File: src/drv_pkg.sv
package drv_pkg;

  localparam int POS_W  = 6;
  localparam int RANK_W = 6;

  // a value travelling down the chain, with the count of stored values above it
  typedef struct packed {
    logic              vld;
    logic [RANK_W-1:0] cnt;
  } drv_tok_t;

  // what a cell holds: occupied flag and running rank
  typedef struct packed {
    logic              vld;
    logic [RANK_W-1:0] rank;
  } drv_slot_t;

  // control from the sequencer to every cell
  typedef struct packed {
    logic shift;
  } drv_ctl_t;

endpackage

File: src/drv_cell.sv
module drv_cell
  import drv_pkg::*;
#(
  parameter int KEY_W = 32
) (
  input  logic             clk,
  input  logic             rst_n,
  input  drv_ctl_t         ctl_i,
  input  drv_tok_t         tok_i,
  input  logic [KEY_W-1:0] tok_key_i,
  output drv_tok_t         tok_o,
  output logic [KEY_W-1:0] tok_key_o,
  input  drv_slot_t        slot_i,
  input  logic [KEY_W-1:0] slot_key_i,
  output drv_slot_t        slot_o,
  output logic [KEY_W-1:0] slot_key_o
);

  drv_tok_t         tok_r, tok_nxt;
  logic [KEY_W-1:0] tok_key_r;
  drv_slot_t        slot_r, slot_nxt;
  logic [KEY_W-1:0] key_r, key_nxt;
  logic             greater;

  assign greater = $signed(key_r) > $signed(tok_key_i);

  always_comb begin
    slot_nxt = slot_r;
    key_nxt  = key_r;
    tok_nxt  = '0;
    if (ctl_i.shift) begin
      slot_nxt = slot_i;
      key_nxt  = slot_key_i;
    end else if (tok_i.vld) begin
      if (!slot_r.vld) begin
        // first empty cell takes the value
        slot_nxt.vld  = 1'b1;
        slot_nxt.rank = tok_i.cnt;
        key_nxt       = tok_key_i;
      end else begin
        // later arrival that is not smaller (ties included) pushes this one down
        if (!greater) slot_nxt.rank = slot_r.rank + RANK_W'(1);
        tok_nxt.vld = 1'b1;
        tok_nxt.cnt = tok_i.cnt + RANK_W'(greater);
      end
    end
  end

  always_ff @(posedge clk) begin
    if (!rst_n) begin
      slot_r.vld <= 1'b0;
      tok_r.vld  <= 1'b0;
    end else begin
      slot_r.vld <= slot_nxt.vld;
      tok_r.vld  <= tok_nxt.vld;
    end
    slot_r.rank <= slot_nxt.rank;
    tok_r.cnt   <= tok_nxt.cnt;
    key_r       <= key_nxt;
    tok_key_r   <= tok_key_i;
  end

  assign tok_o      = tok_r;
  assign tok_key_o  = tok_key_r;
  assign slot_o     = slot_r;
  assign slot_key_o = key_r;

endmodule

File: config.mk
export PLATFORM = sky130hd
export DESIGN_NAME = drv_cell
export DESIGN_NICKNAME = d
export VERILOG_FILES = /design/src/drv_pkg.sv /design/src/drv_cell.sv
export SDC_FILE = /design/constraint.sdc
export NUM_CORES = 1
export LEC_CHECK = 0
export BUFFER_PORTS_ARGS = -buffer_cell sky130_fd_sc_hd__clkbuf_2
export CAP_MARGIN = 0
export CELL_PAD_IN_SITES_DETAIL_PLACEMENT = 1
export CELL_PAD_IN_SITES_GLOBAL_PLACEMENT = 1
export CORE_ASPECT_RATIO = 0.5
export CORE_MARGIN = 2
export CORE_UTILIZATION = 34
export CTS_CLUSTER_DIAMETER = 200
export DETAILED_ROUTE_END_ITERATION = 6
export GPL_TIMING_DRIVEN = 1
export PLACE_DENSITY = 0.79
export SKIP_CTS_REPAIR_TIMING = 1
export SYNTH_ARGS = -nofsm -noshare
export SYNTH_HDL_FRONTEND = slang
export SYNTH_SLANG_ARGS = --single-unit
export TNS_END_PERCENT = 30
File: constraint.sdc
create_clock -name clk -period 2.75 [get_ports clk]
set_input_delay 0 -clock clk [delete_from_list [all_inputs] [get_ports clk]]
set_output_delay 0 -clock clk [all_outputs]
set_load 0.05 [all_outputs]
== Word level (Yosys, flattened, before mapping) ==
Cells that the tools add are included.
Operators by class
  add/sub/neg operators: 2
  magnitude comparators: 1
  eq/ne operators: 2
  muxes and demuxes: 8
  bitwise operators: 3
  reduce and logical (&&, ||, !) cells: 5
Operators by type and width (number)
  2-to-1 mux 32 bit: 3
  > comparator 32 bit: 1
  2-to-1 mux 7 bit: 3
  2-to-1 mux 6 bit: 2
  adder 6 x 1 -> 6 bit: 1
  adder 6 x 1 -> 6 bit (second input constant): 1
  OR reduction 3 bit: 2
  AND reduction 2 bit: 2
  inequality test 3 bit (second input constant): 1
  NOT 1 bit: 3
  inequality test 2 bit (second input constant): 1
  nonzero test 2 bit: 1
Storage, ports and cells
  flip-flop bits (word level): 78
  output and inout bits: 78
  logic and storage cells: 27

== Longest topological paths before layout ==
  depth in word-level cells: 5
  gate-level depth with buffers: 13

== Least setup slack after synthesis ==
OpenSTA, ideal clock, no wires.
  path kind: flip-flop to flip-flop
  start: reg key_r[30] (netlist: slot_key_o[30])
  end: reg tok_r (netlist bit tok_o[4])
  data arrival time: 2.770 ns
  data required time: 2.635 ns
  setup slack: -0.136 ns
  stages on the path, launching flop included: 13
  buffers on the path: 0
  clock period less this slack: 2.886 ns
  path through: edfxtp_1 ha_1 a21oi_1 nand2_1 a221o_1 a211o_1 o211ai_1 o31ai_1 ha_1 ha_1 nand3_1 xor2_1 nor2_1
On the way
  longest elaborated chain between the ends: 2
Ends and longest elaborated chain
  start, declared: line drv_cell.sv:22  | logic [KEY_W-1:0] key_r, key_nxt;
  start signal, assigned: line drv_cell.sv:59  | key_r <= key_nxt;
  > comparator 32 bit: line drv_cell.sv:25  | assign greater = $signed(key_r) > $signed(tok_key_i);
  adder 6 x 1 -> 6 bit: line drv_cell.sv:44  | tok_nxt.cnt = tok_i.cnt + RANK_W'(greater);
  end, declared: line drv_cell.sv:19  | drv_tok_t tok_r, tok_nxt;
Every way passes these cells.
A chain may end at the register's enable or synchronous reset.

== Worst setup path in the final report ==
  start: reg key_r[10] (netlist: slot_key_o[10])
  end: reg tok_r (netlist bit tok_o[4])
Same word-level chain as after synthesis.

==> impl_results.md <==
- Syn. warnings: 0
- Outcome: complete, but fails checks
- Failing checks: hold timing, setup timing
- Setup TNS: -0.574 ns
- Later-pin clock latency in the skew report: between 0.3 and 0.4 ns
- IO Pins: ~160
- Worst slew margin: between 30% and 40%
- Required @ worst endpoint: 2.98 ns
- CP Class: reg -> reg
- Max VDD drop: approximately 0.34 mV
- Largest family of logic cells by synthesized area: adder cells
- Post-DR vias/cell: slightly below 5
- Setup ws final: -0.0904 ns
- Hold Violations, Final: 7
- Fin util: approximately three fifths
- Post-synthesis net count: 438
- Area of the die: around 11000 µm²
- Die width: 146 µm
- Max-Cap Viols: 0
- Final setup viols: 9
- Synth-to-Final Area Change: 63.0%
- DRT Pass-1 Iters: 5
- Antenna-violating nets left: 0
- Power density of the placed cells: 642 nW/µm²
- FFs w/ async S/R, synth: 0%
- Total wire length: roughly 14000 µm
- Slowest stage delay, CP: between 0.4 and 0.5 ns
- Most common cell after layout, fill and taps aside: clkbuf_2
- Die H: between 70 and 80 µm
- Post-synthesis mux area share: less than 1%
- Reported net switching power: 1.16 mW
- Simple-gate portion of the synthesized area: a little under an eighth
- Crit start category: register
- Sw frac: approximately a third
- WP data arrival: around 3 ns
- Global route overflow: 0
- WP depth: 12
- Sequential fraction of the synthesis area: roughly 56%
- Fin. max-slew vios: 0
- Pre-CTS WS: -0.132 ns
- Top Family by Delay on Critical Path: compound AO/OA/AOI/OAI gates
- Residual DRC: 0
- Mapped Cells: roughly 320
- CTS tree: built
- CTS buffer count: 9
- Initial DRC count: 151
- Via count: between 3000 and 4000
- Buffers & Inverters on Critical Path: 1
- Final period util: 103%
- Slew @ Worst Pin: ~1 ns
- Post-Syn Area: 3450 µm²
- Flop pwr share: 38.4%
- Layout cells sized above 1: a little under two fifths
- H-tree Lvls: 3
- CP max-delay cell: edfxtp_1
- Largest net degree at the start of global routing: between 40 and 50
- Fmax: approximately 0.35 GHz
- Gr usage total: between 10% and 20%
- RSZ-0062 raised after global routing: yes
- Diodes inserted: 0
- Crit-path max FO: 3
- Hold depth: 3
- Distinct cell type count after synthesis: 34
- Compound-cell area share of the yosys netlist: a little under an eighth
- Crit path cell chain: ha_1 -> nand4_1 -> buf_4 -> a2111oi_4 -> o31a_1 -> o211ai_1 -> o31ai_2 -> ha_2 -> ha_4 -> nand3_2 -> xor2_1 -> nor2_1
- CP Capture Type: register
- First-pass GRT wire length: 15200 µm
- Nets: ~680
- Initial core utilization: 35.8%
- Core Region: 9630 µm²
- R2R cell count: 12
- Hold crit path type: in -> reg
- Clock network fraction of total power: between 30% and 40%
- Clock Skew: 0.0105 ns
- Placer Congestion: approximately 0.73
- Hpwl dp: 7690 µm
- Synth Area in XOR/XNOR: 2.03%
- CTS clk-pin slew, worst paths: 0.07 ns
- #FFs+latches synth: a little under 80
- Final hold slack: -0.0527 ns
- CTS root buf: clkbuf_16
- Post-synth EDFFs: 38
- Initial antenna violation count: 0
- Vias in the first global route: 2984
- Logic pwr share: between 20 and 30%
- Port buffer count: around 160
- Clk buf depth: 2
- Num rows: 25
- Top FF cell, synth: dfxtp_1
- Post-Synth Adder-Cell Area: around an eighth
- Wire per inst: just under 20 µm
- Clock Sink Count: 78
- Power Internal: 2.45 mW
- Minimum clock period: 2.84 ns
- Mapped Avg Cell Area: 10.7 µm²
- Most frequent cells in the layout: 158 x clkbuf_2, 65 x dlygate4sd3_1, 49 x nand2_1, 43 x o21ai_0, 40 x dfxtp_1
- Static leakage: 2.67 nW
-- stage by stage --
step	instances	total power, mW	instance area [µm²]	hold WS (ns)
after detailed placement	610	2.18	4490	0.119
after global routing	700	3.74	5620	-0.0184
after CTS	626	3.45	4810	-0.233
after global placement	610	2.15	4490	0.118
after floorplan	322	1.93	3530	0.0277
final	700	3.61	5620	-0.0527
-- power groups by stage --
stage               Sequential [mW]  Combinational [mW]  Clock (mW)
finish                         1.39               0.933        1.29
global route                   1.39               0.991        1.35
CTS                            1.38               0.781        1.29
detailed placement             1.40               0.774           0
global placement               1.39               0.757           0
floorplan                      1.70               0.230           0
-- tightest hold or removal path, cell delays in order --
cell and delay, ns:
clkbuf_2 0.08, nand2_1 0.04, o21ai_0 0.06
-- state kept, by name, indices dropped and copies added, names as in the netlist --
signal	cells
slot_o	7
tok_o	7
tok_key_o	32
slot_key_o	32
-- area by class of cell --
cell class / count / area [µm²]
inverters: 33 / 124
multi-input cells: 202 / 1530
repair buffers: 236 / 1540
flip-flops and latches: 78 / 1940
clock inverters: 3 / 38.8
well taps: 135 / 169
fillers: 1082 / 4020
clock buffers: 13 / 282
-- path summary, 6_finish.rpt --
check                               startpoint             to  slack [ns]
worst max-delay path            slot_key_o[10]       tok_o[4]       -0.09
worst min-delay path             slot_key_i[9]  slot_key_o[9]       -0.05
worst max register to register  slot_key_o[10]       tok_o[4]       -0.09
worst min register to register       slot_o[6]      slot_o[3]        0.91
-- cells by family after synthesis --
family / count (synthesis)
simple gates: 86
flops: 78
compound gates: 70
buf+inv: 42
fa+ha+maj: 35
xor+xnor: 8
mux: 3
-- cells in the mapped netlist, types with 2 or more instances --
cell / number / share of area (%)
a21o_1: 2 / 0.44
a21oi_1: 13 / 1.9
a221o_1: 2 / 0.58
and3_1: 5 / 0.91
buf_1: 3 / 0.33
clkbuf_1: 6 / 0.65
dfxtp_1: 40 / 23
edfxtp_1: 38 / 33
ha_1: 35 / 13
inv_1: 33 / 3.6
mux2i_1: 2 / 0.58
nand2_1: 49 / 5.3
nand3_1: 8 / 1.2
nand4_1: 7 / 1.3
nor2_1: 9 / 0.98
nor2b_1: 2 / 0.36
o211ai_1: 2 / 0.44
o21ai_0: 44 / 6.4
xnor2_1: 4 / 1.0
xor2_1: 4 / 1.0
-- layer usage --
metal	global-route usage, %	routed length [µm]
met5	0	0
met4	5.61	412
met3	4.73	604
met2	31.2	6870
met1	22.5	5650
No activity file was read; power rests on OpenSTA's default activity.
